`src/hw/rtl/arcp_pkg.sv`:
```
// Shared constants, types and helper functions of the ASCII register command parser.
`default_nettype none

package arcp_pkg;

    localparam int NUM_REGS_DEFAULT = 20;
    localparam int PTR_W            = 5;
    localparam int ADDR_W           = 7;
    localparam int QUEUE_DEPTH      = 4;

    localparam logic [ADDR_W-1:0] DEV_ADDR_RESET = 7'd77;

    localparam logic [7:0] CH_LF     = 8'h0a;
    localparam logic [7:0] CH_CR     = 8'h0d;
    localparam logic [7:0] CH_SPACE  = 8'h20;
    localparam logic [7:0] CH_HASH   = 8'h23;
    localparam logic [7:0] CH_DOT    = 8'h2e;
    localparam logic [7:0] CH_SLASH  = 8'h2f;
    localparam logic [7:0] CH_0      = 8'h30;
    localparam logic [7:0] CH_9      = 8'h39;
    localparam logic [7:0] CH_COLON  = 8'h3a;
    localparam logic [7:0] CH_SEMI   = 8'h3b;
    localparam logic [7:0] CH_LT     = 8'h3c;
    localparam logic [7:0] CH_GT     = 8'h3e;
    localparam logic [7:0] CH_QUERY  = 8'h3f;
    localparam logic [7:0] CH_AT     = 8'h40;
    localparam logic [7:0] CH_UP_A   = 8'h41;
    localparam logic [7:0] CH_UP_Z   = 8'h5a;
    localparam logic [7:0] CH_LBRACK = 8'h5b;
    localparam logic [7:0] CH_BTICK  = 8'h60;
    localparam logic [7:0] CH_LOW_A  = 8'h61;
    localparam logic [7:0] CH_LOW_F  = 8'h66;
    localparam logic [7:0] CH_LOW_G  = 8'h67;
    localparam logic [7:0] CH_LOW_Z  = 8'h7a;
    localparam logic [7:0] CH_LBRACE = 8'h7b;
    localparam logic [7:0] CH_TILDE  = 8'h7e;

    typedef enum logic [1:0] {
        RX_LISTEN = 2'd0,
        RX_GETREG = 2'd1,
        RX_GETVAL = 2'd2
    } t_rx_mode;

    typedef enum logic [1:0] {
        RUN_IDLE    = 2'd0,
        RUN_RESET   = 2'd1,
        RUN_RUNNING = 2'd2
    } t_run_state;

    typedef enum logic [2:0] {
        CLS_UNKNOWN  = 3'd0,
        CLS_ADDRESS  = 3'd1,
        CLS_NUMERAL  = 3'd2,
        CLS_COMMAND  = 3'd3,
        CLS_REGISTER = 3'd4,
        CLS_NEWLINE  = 3'd5
    } t_cls;

    typedef enum logic [1:0] {
        RESP_NONE = 2'd0,
        RESP_CHAR = 2'd1,
        RESP_HEX  = 2'd2
    } t_resp_kind;

    typedef struct packed {
        t_resp_kind kind;
        logic [7:0] data;
        logic [1:0] run_mode;
        logic       zero;
    } t_resp;

    function automatic logic [7:0] nibble_char(input logic [3:0] n);
        logic [7:0] r;
        if (n < 4'd10) begin
            r = CH_0 + {4'h0, n};
        end else begin
            r = CH_LOW_A + {4'h0, n} - 8'd10;
        end
        return r;
    endfunction

    function automatic t_cls classify(input logic [7:0] c);
        t_cls r;
        if (c >= CH_UP_A && c <= CH_UP_Z) begin
            r = CLS_ADDRESS;
        end else if ((c >= CH_0 && c <= CH_9) || (c >= CH_LOW_A && c <= CH_LOW_F)) begin
            r = CLS_NUMERAL;
        end else if (c >= CH_LOW_G && c <= CH_LOW_Z) begin
            r = CLS_REGISTER;
        end else if ((c >= CH_SPACE && c <= CH_SLASH) || (c >= CH_COLON && c <= CH_AT) ||
                     (c >= CH_LBRACK && c <= CH_BTICK) ||
                     (c >= CH_LBRACE && c <= CH_TILDE)) begin
            r = CLS_COMMAND;
        end else if (c == CH_LF || c == CH_CR) begin
            r = CLS_NEWLINE;
        end else begin
            r = CLS_UNKNOWN;
        end
        return r;
    endfunction

endpackage

`default_nettype wire

```
`src/hw/rtl/arcp_rx_if.sv`:
```
// Receive channel interface carrying one byte per transfer.
`default_nettype none

interface arcp_rx_if;
    logic       valid;
    logic       ready;
    logic [7:0] rx_byte;

    modport source(output valid, output rx_byte, input ready);
    modport sink(input valid, input rx_byte, output ready);
endinterface

`default_nettype wire

```
`src/hw/rtl/arcp_tx_if.sv`:
```
// Result channel interface carrying one response result per transfer.
`default_nettype none

interface arcp_tx_if;
    logic       valid;
    logic       ready;
    logic       has_char;
    logic [7:0] tx_char;
    logic       last_of_run;
    logic [1:0] run_mode;
    logic       zero_encoder;

    modport source(output valid, output has_char, output tx_char, output last_of_run,
                   output run_mode, output zero_encoder, input ready);
    modport sink(input valid, input has_char, input tx_char, input last_of_run,
                 input run_mode, input zero_encoder, output ready);
endinterface

`default_nettype wire

```
`src/hw/rtl/arcp_front.sv`:
```
// Front end: byte classification, receive state machine, register file and run state.
`default_nettype none

module arcp_front #(
    parameter int NUM_REGS = arcp_pkg::NUM_REGS_DEFAULT
) (
    input  logic                        i_clk,
    input  logic                        i_rst_n,
    input  logic                        i_cfg_wr_en,
    input  logic [arcp_pkg::ADDR_W-1:0] i_cfg_wr_data,
    input  logic                        i_accept,
    input  logic [7:0]                  i_byte,
    output arcp_pkg::t_resp             o_resp
);
    import arcp_pkg::*;

    localparam int IDX_W = (NUM_REGS > 1) ? $clog2(NUM_REGS) : 1;

    logic [ADDR_W-1:0] r_dev_addr;
    t_rx_mode          r_mode;
    t_rx_mode          n_mode;
    logic [PTR_W-1:0]  r_ptr;
    logic [PTR_W-1:0]  n_ptr;
    logic [7:0]        r_accum;
    logic [7:0]        n_accum;
    t_run_state        r_run;
    t_run_state        n_run;
    logic [7:0]        r_regs [NUM_REGS];

    t_cls       cls;
    logic       is_dev;
    logic       ptr_ok;
    logic [7:0] rd_val;
    logic [3:0] digit;
    logic       wr_en;
    t_resp_kind kind;
    logic [7:0] data;
    logic       zero;

    assign cls    = classify(i_byte);
    assign is_dev = (i_byte == {1'b0, r_dev_addr});
    assign ptr_ok = (r_ptr < PTR_W'(NUM_REGS));
    assign rd_val = ptr_ok ? r_regs[r_ptr[IDX_W-1:0]] : 8'h00;
    assign digit  = (i_byte <= CH_9) ? i_byte[3:0] : i_byte[3:0] + 4'd9;

    always_comb begin
        n_mode = r_mode;
        if (cls == CLS_ADDRESS) begin
            n_mode = is_dev ? RX_GETREG : RX_LISTEN;
        end else begin
            unique case (r_mode)
                RX_GETREG: begin
                    if (cls == CLS_REGISTER) begin
                        n_mode = RX_GETVAL;
                    end else if (cls == CLS_COMMAND) begin
                        n_mode = RX_LISTEN;
                    end
                end
                RX_GETVAL: begin
                    if (cls == CLS_NEWLINE || cls == CLS_COMMAND) begin
                        n_mode = RX_LISTEN;
                    end
                end
                default: n_mode = RX_LISTEN;
            endcase
        end
    end

    always_comb begin
        n_ptr   = r_ptr;
        n_accum = r_accum;
        n_run   = r_run;
        wr_en   = 1'b0;
        kind    = RESP_NONE;
        data    = 8'h00;
        zero    = 1'b0;
        if (cls != CLS_ADDRESS) begin
            unique case (r_mode)
                RX_GETREG: begin
                    if (cls == CLS_REGISTER) begin
                        n_ptr = PTR_W'(i_byte - CH_LOW_G);
                    end else if (cls == CLS_COMMAND) begin
                        unique case (i_byte)
                            CH_QUERY: begin
                                kind = RESP_CHAR;
                                data = {1'b0, r_dev_addr};
                            end
                            CH_AT: begin
                                kind = RESP_CHAR;
                                data = {3'b000, r_ptr} + CH_LOW_G;
                            end
                            CH_HASH: begin
                                kind = RESP_HEX;
                                data = r_accum;
                            end
                            CH_SEMI: begin
                                kind = RESP_HEX;
                                data = {6'b000000, r_run};
                            end
                            CH_DOT:   n_run = RUN_IDLE;
                            CH_LT:    n_run = RUN_RESET;
                            CH_GT:    n_run = RUN_RUNNING;
                            CH_TILDE: zero  = 1'b1;
                            default: ;
                        endcase
                    end
                end
                RX_GETVAL: begin
                    if (cls == CLS_NUMERAL) begin
                        n_accum = {r_accum[3:0], digit};
                    end else if (cls == CLS_NEWLINE) begin
                        wr_en   = ptr_ok;
                        n_ptr   = '0;
                        n_accum = 8'h00;
                    end else if (cls == CLS_COMMAND && i_byte == CH_QUERY) begin
                        kind = RESP_HEX;
                        data = rd_val;
                    end
                end
                default: ;
            endcase
        end
    end

    assign o_resp = '{kind: kind, data: data, run_mode: n_run, zero: zero};

    always_ff @(posedge i_clk) begin
        if (!i_rst_n) begin
            r_dev_addr <= DEV_ADDR_RESET;
            r_mode     <= RX_LISTEN;
            r_ptr      <= '0;
            r_accum    <= 8'h00;
            r_run      <= RUN_IDLE;
            for (int i = 0; i < NUM_REGS; i++) begin
                r_regs[i] <= 8'h00;
            end
        end else begin
            if (i_cfg_wr_en) begin
                r_dev_addr <= i_cfg_wr_data;
            end
            if (i_accept) begin
                r_mode  <= n_mode;
                r_ptr   <= n_ptr;
                r_accum <= n_accum;
                r_run   <= n_run;
                if (wr_en) begin
                    r_regs[r_ptr[IDX_W-1:0]] <= r_accum;
                end
            end
        end
    end

endmodule

`default_nettype wire

```
`src/hw/rtl/arcp_fifo.sv`:
```
// Short queue of response descriptors between the front end and the back end.
`default_nettype none

module arcp_fifo (
    input  logic            i_clk,
    input  logic            i_rst_n,
    input  logic            i_push,
    input  arcp_pkg::t_resp i_push_data,
    output logic            o_full,
    input  logic            i_pop,
    output arcp_pkg::t_resp o_pop_data,
    output logic            o_empty
);
    import arcp_pkg::*;

    localparam int QPTR_W = (QUEUE_DEPTH > 1) ? $clog2(QUEUE_DEPTH) : 1;
    localparam int CNT_W  = $clog2(QUEUE_DEPTH + 1);

    t_resp             r_mem [QUEUE_DEPTH];
    logic [QPTR_W-1:0] r_wr_ptr;
    logic [QPTR_W-1:0] r_rd_ptr;
    logic [CNT_W-1:0]  r_count;

    assign o_full     = (r_count == CNT_W'(QUEUE_DEPTH));
    assign o_empty    = (r_count == '0);
    assign o_pop_data = r_mem[r_rd_ptr];

    always_ff @(posedge i_clk) begin
        if (i_push) begin
            r_mem[r_wr_ptr] <= i_push_data;
        end
    end

    always_ff @(posedge i_clk) begin
        if (!i_rst_n) begin
            r_wr_ptr <= '0;
            r_rd_ptr <= '0;
            r_count  <= '0;
        end else begin
            if (i_push) begin
                r_wr_ptr <= (r_wr_ptr == QPTR_W'(QUEUE_DEPTH - 1)) ? '0 : r_wr_ptr + 1'b1;
            end
            if (i_pop) begin
                r_rd_ptr <= (r_rd_ptr == QPTR_W'(QUEUE_DEPTH - 1)) ? '0 : r_rd_ptr + 1'b1;
            end
            if (i_push && !i_pop) begin
                r_count <= r_count + 1'b1;
            end else if (i_pop && !i_push) begin
                r_count <= r_count - 1'b1;
            end
        end
    end

endmodule

`default_nettype wire

```
`src/hw/rtl/arcp_back.sv`:
```
// Back end: expands each response descriptor into result transfers through an output register.
`default_nettype none

module arcp_back (
    input  logic            i_clk,
    input  logic            i_rst_n,
    input  logic            i_empty,
    input  arcp_pkg::t_resp i_desc,
    output logic            o_pop,
    arcp_tx_if.source       o_tx
);
    import arcp_pkg::*;

    logic       r_act;
    t_resp      r_desc;
    logic [1:0] r_idx;
    logic       r_ov;
    logic       r_has;
    logic [7:0] r_char;
    logic       r_last;
    logic [1:0] r_run;
    logic       r_zero;

    logic       out_free;
    logic       emit;
    logic       it_has;
    logic [7:0] it_char;
    logic       it_last;

    always_comb begin
        it_has  = 1'b1;
        it_char = CH_LF;
        it_last = 1'b0;
        unique case (r_desc.kind)
            RESP_CHAR: begin
                unique case (r_idx)
                    2'd0:    it_char = r_desc.data;
                    2'd1:    it_char = CH_CR;
                    default: it_char = CH_LF;
                endcase
                it_last = (r_idx == 2'd2);
            end
            RESP_HEX: begin
                unique case (r_idx)
                    2'd0:    it_char = nibble_char(r_desc.data[7:4]);
                    2'd1:    it_char = nibble_char(r_desc.data[3:0]);
                    2'd2:    it_char = CH_CR;
                    default: it_char = CH_LF;
                endcase
                it_last = (r_idx == 2'd3);
            end
            default: begin
                it_has  = 1'b0;
                it_char = 8'h00;
                it_last = 1'b1;
            end
        endcase
    end

    assign out_free = !r_ov || o_tx.ready;
    assign emit     = r_act && out_free;
    assign o_pop    = !i_empty && (!r_act || (emit && it_last));

    always_ff @(posedge i_clk) begin
        if (o_pop) begin
            r_desc <= i_desc;
        end
        if (emit) begin
            r_has  <= it_has;
            r_char <= it_char;
            r_last <= it_last;
            r_run  <= r_desc.run_mode;
            r_zero <= r_desc.zero;
        end
    end

    always_ff @(posedge i_clk) begin
        if (!i_rst_n) begin
            r_act <= 1'b0;
            r_idx <= 2'd0;
            r_ov  <= 1'b0;
        end else begin
            if (o_pop) begin
                r_act <= 1'b1;
                r_idx <= 2'd0;
            end else if (emit) begin
                if (it_last) begin
                    r_act <= 1'b0;
                end else begin
                    r_idx <= r_idx + 2'd1;
                end
            end
            if (emit) begin
                r_ov <= 1'b1;
            end else if (o_tx.ready) begin
                r_ov <= 1'b0;
            end
        end
    end

    assign o_tx.valid        = r_ov;
    assign o_tx.has_char     = r_has;
    assign o_tx.tx_char      = r_char;
    assign o_tx.last_of_run  = r_last;
    assign o_tx.run_mode     = r_run;
    assign o_tx.zero_encoder = r_zero;

endmodule

`default_nettype wire

```
`src/hw/rtl/ascii_register_command_parser_core.sv`:
```
// Top level of the ASCII register command parser.
// The parser takes received bytes on the i_rx channel, one byte per transfer, and
// gives result transfers on the o_tx channel. Every byte yields one to four results:
// one per response character, or a single result without a character, with the
// last result of the byte marked by last_of_run. i_cfg_wr_en with i_cfg_wr_data
// writes the device address letter; write it only while the parser is idle.
// A byte is classified and carried out in the cycle it is accepted, and its response
// descriptor enters a four-entry queue. The back end expands a descriptor at one
// result per cycle, while its output register is free, into that register, so the
// first result of a byte passes the queue, the back end's descriptor register and
// the output register. A new byte is accepted every cycle while the queue has room,
// so sustained throughput is set by the back end: one result per cycle unless stalled.
// Synchronous reset clears the receive mode, register pointer, accumulator, run
// state, all registers of the file and the queue, and sets the address to 'M'.
// When the receiver stalls, the output register holds its result, the back end
// stops, and the queue fills until i_rx.ready drops.
`default_nettype none

module ascii_register_command_parser_core #(
    parameter int NUM_REGS = arcp_pkg::NUM_REGS_DEFAULT
) (
    input  logic                        i_clk,
    input  logic                        i_rst_n,
    input  logic                        i_cfg_wr_en,
    input  logic [arcp_pkg::ADDR_W-1:0] i_cfg_wr_data,
    arcp_rx_if.sink                     i_rx,
    arcp_tx_if.source                   o_tx
);
    import arcp_pkg::*;

    t_resp front_resp;
    t_resp queue_head;
    logic  queue_full;
    logic  queue_empty;
    logic  queue_pop;
    logic  rx_accept;

    assign i_rx.ready = !queue_full;
    assign rx_accept  = i_rx.valid && i_rx.ready;

    arcp_front #(
        .NUM_REGS(NUM_REGS)
    ) u_front (
        .i_clk        (i_clk),
        .i_rst_n      (i_rst_n),
        .i_cfg_wr_en  (i_cfg_wr_en),
        .i_cfg_wr_data(i_cfg_wr_data),
        .i_accept     (rx_accept),
        .i_byte       (i_rx.rx_byte),
        .o_resp       (front_resp)
    );

    arcp_fifo u_fifo (
        .i_clk      (i_clk),
        .i_rst_n    (i_rst_n),
        .i_push     (rx_accept),
        .i_push_data(front_resp),
        .o_full     (queue_full),
        .i_pop      (queue_pop),
        .o_pop_data (queue_head),
        .o_empty    (queue_empty)
    );

    arcp_back u_back (
        .i_clk  (i_clk),
        .i_rst_n(i_rst_n),
        .i_empty(queue_empty),
        .i_desc (queue_head),
        .o_pop  (queue_pop),
        .o_tx   (o_tx)
    );

endmodule

`default_nettype wire

```
`src/flat_wrapper.sv`:
```
// flat-port wrapper written by rule: the top's interface ports become plain ports
module ascii_register_command_parser_core_flat import arcp_pkg::*;
#(
    parameter int NUM_REGS = arcp_pkg::NUM_REGS_DEFAULT
)
  (i_clk, i_rst_n, i_cfg_wr_en, i_cfg_wr_data, i_rx_valid, i_rx_rx_byte, i_rx_ready, o_tx_valid, o_tx_has_char, o_tx_tx_char, o_tx_last_of_run, o_tx_run_mode, o_tx_zero_encoder, o_tx_ready);
  arcp_rx_if i_rx_i ();
  arcp_tx_if o_tx_i ();
  input  logic i_clk;
  input  logic i_rst_n;
  input  logic i_cfg_wr_en;
  input  logic [arcp_pkg::ADDR_W-1:0] i_cfg_wr_data;
  input wire logic [$bits(i_rx_i.valid)-1:0] i_rx_valid;
  input wire logic [$bits(i_rx_i.rx_byte)-1:0] i_rx_rx_byte;
  output wire logic [$bits(i_rx_i.ready)-1:0] i_rx_ready;
  output wire logic [$bits(o_tx_i.valid)-1:0] o_tx_valid;
  output wire logic [$bits(o_tx_i.has_char)-1:0] o_tx_has_char;
  output wire logic [$bits(o_tx_i.tx_char)-1:0] o_tx_tx_char;
  output wire logic [$bits(o_tx_i.last_of_run)-1:0] o_tx_last_of_run;
  output wire logic [$bits(o_tx_i.run_mode)-1:0] o_tx_run_mode;
  output wire logic [$bits(o_tx_i.zero_encoder)-1:0] o_tx_zero_encoder;
  input wire logic [$bits(o_tx_i.ready)-1:0] o_tx_ready;
  assign i_rx_i.valid = i_rx_valid;
  assign i_rx_i.rx_byte = i_rx_rx_byte;
  assign i_rx_ready = i_rx_i.ready;
  assign o_tx_valid = o_tx_i.valid;
  assign o_tx_has_char = o_tx_i.has_char;
  assign o_tx_tx_char = o_tx_i.tx_char;
  assign o_tx_last_of_run = o_tx_i.last_of_run;
  assign o_tx_run_mode = o_tx_i.run_mode;
  assign o_tx_zero_encoder = o_tx_i.zero_encoder;
  assign o_tx_i.ready = o_tx_ready;
  ascii_register_command_parser_core #(.NUM_REGS(NUM_REGS)) u_core (.i_clk(i_clk), .i_rst_n(i_rst_n), .i_cfg_wr_en(i_cfg_wr_en), .i_cfg_wr_data(i_cfg_wr_data), .i_rx(i_rx_i), .o_tx(o_tx_i));
endmodule
```
`config.mk`:
```
export PLATFORM = sky130hd
export DESIGN_NAME = ascii_register_command_parser_core_flat
export DESIGN_NICKNAME = d
export VERILOG_FILES = /design/src/hw/rtl/arcp_pkg.sv /design/src/hw/rtl/arcp_rx_if.sv /design/src/hw/rtl/arcp_tx_if.sv /design/src/hw/rtl/arcp_front.sv /design/src/hw/rtl/arcp_fifo.sv /design/src/hw/rtl/arcp_back.sv /design/src/hw/rtl/ascii_register_command_parser_core.sv /design/src/flat_wrapper.sv
export SDC_FILE = /design/constraint.sdc
export NUM_CORES = 1
export LEC_CHECK = 0
export CAP_MARGIN = 20
export CORE_MARGIN = 5
export CORE_UTILIZATION = 35
export CTS_BUF_LIST = sky130_fd_sc_hd__clkbuf_4 sky130_fd_sc_hd__clkbuf_8 sky130_fd_sc_hd__clkbuf_16
export CTS_CLUSTER_SIZE = 8
export DETAILED_ROUTE_END_ITERATION = 10
export DONT_BUFFER_PORTS = 1
export PLACE_DENSITY = 0.56
export REMOVE_ABC_BUFFERS = 1
export SLEW_MARGIN = 10
export SYNTH_ARGS = -nofsm -noshare
export SYNTH_HDL_FRONTEND = slang
export SYNTH_SLANG_ARGS = --single-unit
export TNS_END_PERCENT = 50
```
`constraint.sdc`:
```
create_clock -name i_clk -period 8.2 [get_ports i_clk]
set_clock_uncertainty 0.05 [all_clocks]
set_input_delay 1.64 -clock i_clk [delete_from_list [all_inputs] [get_ports i_clk]]
set_output_delay 1.64 -clock i_clk [all_outputs]
set_load 0.01 [all_outputs]
```
* Word level (Yosys, flattened, before mapping)
Memory sizes are Yosys's and may differ from the RTL's. A register that Yosys moved wholly into a read port is not among the register bits.
Cells that the tools add are included.
** Cells by class
- Add/sub/neg operators :: 14
- Magnitude comparators :: 19
- Equal/unequal tests :: 32
- Muxes and demuxes :: 77
- Bitwise operators :: 2
- Reduce and logical (&&, ||, !) cells :: 47
** Operators with widths (count)
- 8-bit two-way mux :: 12
- 8-bit by 6-bit equality test with 1-bit output, second input constant :: 6
- 8-bit by 7-bit <= comparator with 1-bit output, second input constant :: 6
- 8-bit case mux with 2 select lines :: 3
- 8-bit by 7-bit >= comparator with 1-bit output, second input constant :: 5
- 2-bit two-way mux :: 16
- 8-bit case mux with 4 select lines :: 1
- 5-bit two-way mux :: 6
- 8-bit by 6-bit >= comparator with 1-bit output, second input constant :: 3
- 1-bit two-way mux :: 24
- 8-bit case mux with 3 select lines :: 1
- 3-bit two-way mux :: 7
- 7-bit by 4-bit adder with 8-bit output, first input constant :: 2
- 8-bit by 4-bit equality test with 1-bit output, second input constant :: 2
- 8-bit by 7-bit equality test with 1-bit output, second input constant :: 2
- 8-bit by 6-bit <= comparator with 1-bit output, second input constant :: 2
- 8-bit by 4-bit subtractor with 8-bit output, second input constant :: 2
- 1-bit logical AND :: 15
- 6-bit by 4-bit adder with 7-bit output, first input constant :: 2
- 2-bit equality test, second input constant :: 6
- 2-bit case mux with 2 select lines :: 3
- 2-bit nonzero test :: 6
- 5-bit case mux with 2 select lines :: 1
- 3-bit equality test, second input constant :: 3
- 30 further kinds :: 55
** Storage, ports and cells
- Register bits after elaboration :: 48
- Bits in writable memories :: 212
- Bits of input ports :: 20
- Word-level logic and storage cells :: 209
- Memories :: 2
** Memories
- u_core.u_front.r_regs :: depth 20, width 8, read ports 1, clocked after memory_dff 1, wr ports 20, line arcp_front.sv:28 : logic [7:0] r_regs [NUM_REGS];
- u_core.u_fifo.r_mem :: depth 4, width 13, read ports 1, clocked after memory_dff 1, wr ports 1, line arcp_fifo.sv:19 : t_resp r_mem [QUEUE_DEPTH];

* Depth between registers and ports, before layout
Gate-level depths: netlist of run 1.
- Depth after elaboration :: 20
- Gate-level depth with buffers :: 12

* Modules after synthesis
A second synthesis of run 1 with hierarchy kept.
** Second synthesis, totals
- Cell total of the unflattened synthesis :: 1093
- Area, all modules :: 17068.9 um^2
** By module, submodules not included
- arcp_front :: instances 1, cells each 865, area each 13285.2 um^2, sequential area each 8267.9 um^2
- arcp_fifo :: instances 1, cells each 111, area each 2339.7 um^2, sequential area each 1741.7 um^2
- arcp_back :: instances 1, cells each 115, area each 1433.9 um^2, sequential area each 860.8 um^2
- ascii_register_command_parser_core :: instances 1, cells each 2, area each 10.0 um^2, sequential area each 0.0 um^2

* Worst setup path before layout of run 1
OpenSTA, ideal clock, no wires.
- Kind :: input port to flip-flop
- Start point :: in i_rx_rx_byte[0]
- End point :: mem u_core.u_fifo.r_mem[0][5] (netlist bit) (data pin)
- Data arrival time :: 3.624 ns
- Slack :: 4.340 ns
- Cell stages on the path :: 10
- Cell sequence :: clkbuf_1 -> inv_1 -> ha_1 -> inv_1 -> o311a_1 -> and2_4 -> or2_4 -> or3b_1 -> buf_2 -> o22ai_1
** RTL lines
- start: declaration :: line flat_wrapper.sv:14 : input wire logic [$bits(i_rx_i.rx_byte)-1:0] i_rx_rx_byte;
- end: declaration :: line arcp_fifo.sv:19

==> flow_metrics.tcl, run 1 <==
set metrics [dict create \
    grt_overflow 0 \
    hold_path.class "register to register" \
    synth_common_cells "edfxtp_1 (334), and2_1 (163), mux4_2 (93), nor2_1 (62), clkbuf_1 (47)" \
    synth_ff_type "edfxtp_1" \
    ys_async_sr_fraction_pct 0 \
    syn_area_per_cell_sq_um 15.3 \
    rows 80 \
    grt_setup_unrepaired "false" \
    ctsResizeCount 0 \
    yosysTopAreaCell "edfxtp_1" \
    clock-sinks 374 \
    seqCellArea_sq_um 10800 \
    worst_slew_pin_slew_ns 1.08 \
    power.density_nw_per_um2 259 \
    portBuffers 0 \
    ir_drop_mv 0.156 \
    dr.pass1.iters 5 \
    syn_to_final_growth_pct 15.7 \
    cts_buffers 53 \
    synth_cell_types 65 \
    via_per_inst 5.05 \
    arrival_ns 3.95 \
    routed_wl_um 37600 \
    core_area_sq_um 47400 \
    synth_edf_count 334 \
    wl_per_cell_um 20.4 \
    finalWeightedCongestion 0.809 \
    cts_tree "done" \
    path_clk_slew_ns 0.05 \
    clock.fmax_ghz 0.264 \
    drt_iter0_drc 739 \
    synth_top_area_share_pct 60.0 \
    max_cap_violations 0 \
    p_leak_nw 6.73 \
    die_w_um 229 \
    dpl.hpwl_um 24200 \
    synth.area.top_cells "edfxtp_1 (60%), mux4_2 (13%), and2_1 (6.1%), dfxtp_1 (4.8%), ha_1 (1.9%)" \
    fin_crit_sh_pct 46.1 \
    syn-instance-count 1094 \
    drive_gt1_share_pct 17.8 \
    synth.most_common_cell "edfxtp_1" \
    yosysWarnings 0 \
    finalSetupViolCount 0 \
    clk_latency_ns 0.60 \
    start_util_pct 35.2 \
    grt_pass1_wl_um 57000 \
    hold_buffers 0 \
    grt_start_max_net_pins 48 \
    synth_area_sq_um 16700 \
    critical_path.max_fanout 10 \
    hold_slack_ns 0.374 \
    drc 0 \
    critPathKind "input pin to register" \
    dr_total_vias 9309 \
    nets 1243 \
    cp-end-kind "register" \
    fin_crit_ns 3.78 \
    grt_pass1_vias 9309 \
    htree_levels 2 \
    r2r_setup_slack_ns 4.81 \
    antenna_left 0 \
    slew_violations 0 \
    cts_buffer_depth 3 \
    cp.required_ns 8.37 \
    ys_seq_area_share_pct 64.8 \
    fin_setup_tns_ns 0 \
    antenna_found_initial 0 \
    fill_cells 4391 \
    io_pins 35 \
    hold_viol 0 \
    outcome "completed" \
    grtUsageTotal_pct 14.2 \
    multi_input_area_sq_um 5850 \
    synth-seq-cells 374 \
    relSlewSlack_pct 27.0 \
    die_area_sq_um 52200 \
    die_h_um 229 \
    cts_setup_buffers 0 \
    start_kind "input pin" \
    root_buffer "clkbuf_16" \
]
registers in the layout (all words and copies together), names as in the netlist, 3 cells and up, named ones only:
name and cells:
u_core.u_front.r_accum 8, u_core.u_back.o_tx.tx_char 8, u_core.u_front.r_regs 256, u_core.u_fifo.r_mem 52
u_core.u_front.r_ptr 5, u_core.u_front.r_dev_addr 7, u_core.u_back.r_desc 13, u_core.u_fifo.r_count 3
cells by family (layout without fill, tap and decap cells):
kind of cell / Yosys count / in the layout / share of synthesized area, %
buffers and inverters: 97 / 136 / 2.33
AND/OR/NAND/NOR: 336 / 336 / 11.1
XOR/XNOR: 20 / 20 / 1.05
multiplexers: 113 / 113 / 13.7
flip-flops: 374 / 374 / 64.8
other: 1 / 97 / 0.0224
AO/OA/AOI/OAI: 126 / 126 / 4.93
adder cells (fa/ha/maj): 27 / 27 / 2.07
power breakdown:
group | internal [W] | total, W | switching (W)
clock | 0.00132 | 0.00212 | 0.000803
sequential | 0.00227 | 0.00238 | 0.000112
combinational | 0.000225 | 0.000515 | 0.000290
total | 0.00381 | 0.00502 | 0.00121
worst max-delay path, stage by stage:
cell and delay (ns):
inv_1 0.09, ha_1 0.23, mux2_2 0.20, nand4_1 0.09, nor2_1 0.31, nand2_1 0.42, o21ai_0 0.96
metrics by stage:
stage	total power, W	util [%]	setup WS (ns)	instance area, sq um	instances
after floorplan	0.00278	-	3.79	16800	1124
after global placement	0.00292	37.1	3.81	17600	1744
after detailed placement	0.00293	37.1	3.78	17600	1744
after CTS	0.00508	40.6	4.36	19300	1831
after global routing	0.00525	40.8	4.23	19300	1843
final	0.00502	40.8	4.42	19300	1844
layout by cell type (no fill, tap or decap), drive strengths merged, types with 9 or more instances in the layout:
cell / count
edfxtp: 334
and2: 165
conb: 96
mux4: 93
clkbuf: 85
nor2: 62
nand2: 46
dfxtp: 40
o21ai: 38
inv: 32
ha: 26
a21oi: 25
mux2i: 19
xnor2: 15
buf: 14
nor3: 10
a221oi: 10
o22ai: 9
cell type report:
class	instances	area share [%]
repair buffers	17	0.556
clock inverters	5	0.524
inverters	32	0.621
diodes	1	0.0129
well taps	615	3.98
flip-flops and latches	374	56.1
clock buffers	82	7.98
multi-input cells	718	30.3
path summary, 6_finish.rpt:
| check | from | depth (start not counted) | end |
|---|---|---|---|
| setup / recovery | i_rx_rx_byte[0] | 7 | u_core.u_front.r_regs[10][1] |
| hold / removal | u_core.u_back.r_desc[2] | 0 | u_core.u_back.o_tx.run_mode[1] |
| setup reg to reg | register | 5 | u_core.u_fifo.r_mem[0][9] |
| hold reg to reg | u_core.u_back.r_desc[2] | 0 | u_core.u_back.o_tx.run_mode[1] |
metal layers:
metal / GRT usage [%] / share of wire (%) / vias up
met1: 19.5 / 44 / 4693
met3: 2.51 / 5.2 / 68
met2: 22.7 / 47 / 271
met5: 0 / 0 / -
li1: - / - / 4277
met4: 5.03 / 3.0 / 0
Note: power is estimated with default switching activity, not from simulation.
==> run 2, diff against run 1 <==
==> constraint.sdc (replaced) <==
create_clock -name i_clk -period 3.88 [get_ports i_clk]
set_clock_uncertainty 0.05 [all_clocks]
set_input_delay 0.776 -clock i_clk [delete_from_list [all_inputs] [get_ports i_clk]]
set_output_delay 0.776 -clock i_clk [all_outputs]
set_load 0.01 [all_outputs]
==> run 2 against run 1 <==
Net effect:
- first-iteration DRC count shrank 27%
- worst hold slack lost 0.13 ns
- wire length grew 0.54%
- non-clock buffer count grew 23
- power grew 110%
- largest power group unchanged
- highest routed layer unchanged
==> flow_metrics.tcl, run 2 (same netlist as run 1, synthesis figures left out) <==
set metrics [dict create \
    outcome "completed" \
    hold_buffers 0 \
    cts_buffer_depth 3 \
    grt_setup_unrepaired "false" \
    grt_start_max_net_pins 65 \
    clk_latency_ns 0.56 \
    grtUsageTotal_pct 14.4 \
    cts_tree "done" \
    drt_iter0_drc 537 \
    cts_setup_buffers 0 \
    start_kind "register" \
    fin_crit_ns 3.13 \
    hold_viol 0 \
    clock-sinks 374 \
    ir_drop_mv 0.323 \
    wl_per_cell_um 20.3 \
    dr.pass1.iters 7 \
    grt_pass1_wl_um 58200 \
    clock_power_share_pct 41.1 \
    finalPower_w 0.0104 \
    syn_to_final_growth_pct 16.8 \
    start_util_pct 35.2 \
    clock.fmax_ghz 0.320 \
    routed_wl_um 37800 \
    drive_gt1_share_pct 18.4 \
    dpl_worst_slack_ns 0.586 \
    final_common_cell "edfxtp_1" \
    grt_pass1_vias 9760 \
    drc 0 \
    dr_total_vias 9379 \
    power_frac_seq_pct 48.2 \
    relSlewSlack_pct 34.1 \
    worst_slew_pin_slew_ns 0.983 \
    cts_buffers 52 \
    finalSetupViolCount 0 \
    cp_num_buf_inv 2 \
    antenna_found_initial 0 \
    slowest_delay_ns 0.43 \
    max_cap_violations 0 \
    grt_overflow 0 \
    fin_util_pct 41.1 \
    setup_slack_ns 0.750 \
    cp.required_ns 4.32 \
    die_w_um 229 \
    die_area_sq_um 52200 \
    core_area_sq_um 47400 \
    dpl.hpwl_um 24800 \
    root_buffer "clkbuf_16" \
    arrival_ns 3.57 \
    dpl_cell_area_sq_um 17900 \
    power.density_nw_per_um2 535 \
    critPathKind "register to register" \
    portBuffers 0 \
    comb_power_share_pct 10.8 \
    most-common-layout-cells "edfxtp_1 (334), and2_1 (163), conb_1 (96), mux4_2 (93), nor2_1 (62)" \
    largest_reg_flops 256 \
    p_leak_nw 6.84 \
    hold_slack_ns 0.242 \
    slew_violations 0 \
    finalWeightedCongestion 0.834 \
    critical_path.max_fanout 6 \
    cp_cell_sequence "inv_1, ha_1, a221oi_1, o21ai_0, o31ai_1, ha_1, inv_1, fa_1, xor2_1, or3_1, a21oi_1" \
    die_h_um 229 \
    path_clk_slew_ns 0.05 \
    top_register "u_core.u_front.r_regs" \
    nets 1265 \
    rows 80 \
    cp_top_family "compound AO/OA/AOI/OAI gates" \
    stdcell_area_sq_um 19500 \
    p_switching_w 0.00243 \
    htree_levels 2 \
    via_per_inst 5.03 \
    io_pins 35 \
    slowest_stage "a221oi_1" \
    n_antenna_cell 0 \
    power.internal_w 0.00801 \
    cp-end-kind "register" \
    reg.largest.list "u_core.u_front.r_regs x256, u_core.u_fifo.r_mem x52, u_core.u_back.r_desc x13" \
    fin_crit_sh_pct 80.7 \
    p_sw_share_pct 23.3 \
    ctsResizeCount 0 \
    antenna_left 0 \
    hold_path.class "input pin to register" \
]
-- run 2: power groups by stage --
stage	logic (W)	registers [W]	clock network, W
final	0.00112	0.00503	0.00429
after detailed placement	0.00106	0.00515	0
after global routing	0.00127	0.00507	0.00461
after floorplan	0.000827	0.00505	0
after CTS	0.00106	0.00507	0.00441
after global placement	0.00105	0.00513	0
-- run 2: per-stage QoR --
step           instances  setup TNS [ns]
6_report            1864               0
5_1_grt             1864               0
4_1_cts             1862               0
3_5_place_dp        1777               0
2_1_floorplan       1124          -16.79
3_3_place_gp        1776               0
-- run 2: worst reg2reg max path: stages, from the launching register on --
cell,delay (ns)
dfxtp_1,0.39
inv_1,0.11
ha_1,0.27
a221oi_1,0.43
o21ai_0,0.22
o31ai_1,0.24
ha_1,0.31
inv_1,0.06
fa_1,0.37
xor2_1,0.15
or3_1,0.31
a21oi_1,0.16
-- run 2: final timing paths --
kind,startpoint,end,slack [ns],cells after the start
min reg2reg,u_core.u_back.r_desc[1],u_core.u_back.o_tx.run_mode[0],0.38,0
max,u_core.u_back.r_idx[0],u_core.u_fifo.r_count[2],0.75,11
min,i_rst_n,u_core.u_front.r_dev_addr[6],0.24,1
max reg2reg,u_core.u_back.r_idx[0],u_core.u_fifo.r_count[2],0.75,11
-- run 2: area by class of cell --
cell class | count | area [sq um]
Clock inverter | 1 | 3.75
Tap cell | 615 | 769
Inverter | 32 | 120
Multi-Input combinational cell | 718 | 5850
Clock buffer | 84 | 1560
Sequential cell | 374 | 10800
Timing Repair Buffer | 40 | 378
Fill cell | 4385 | 27900
-- run 2: per-layer routing --
layer	track usage [%]	part of all wire, %
met1	18.4	43
met2	25.0	50
met3	2.84	4.4
met4	4.18	2.4
met5	0	0
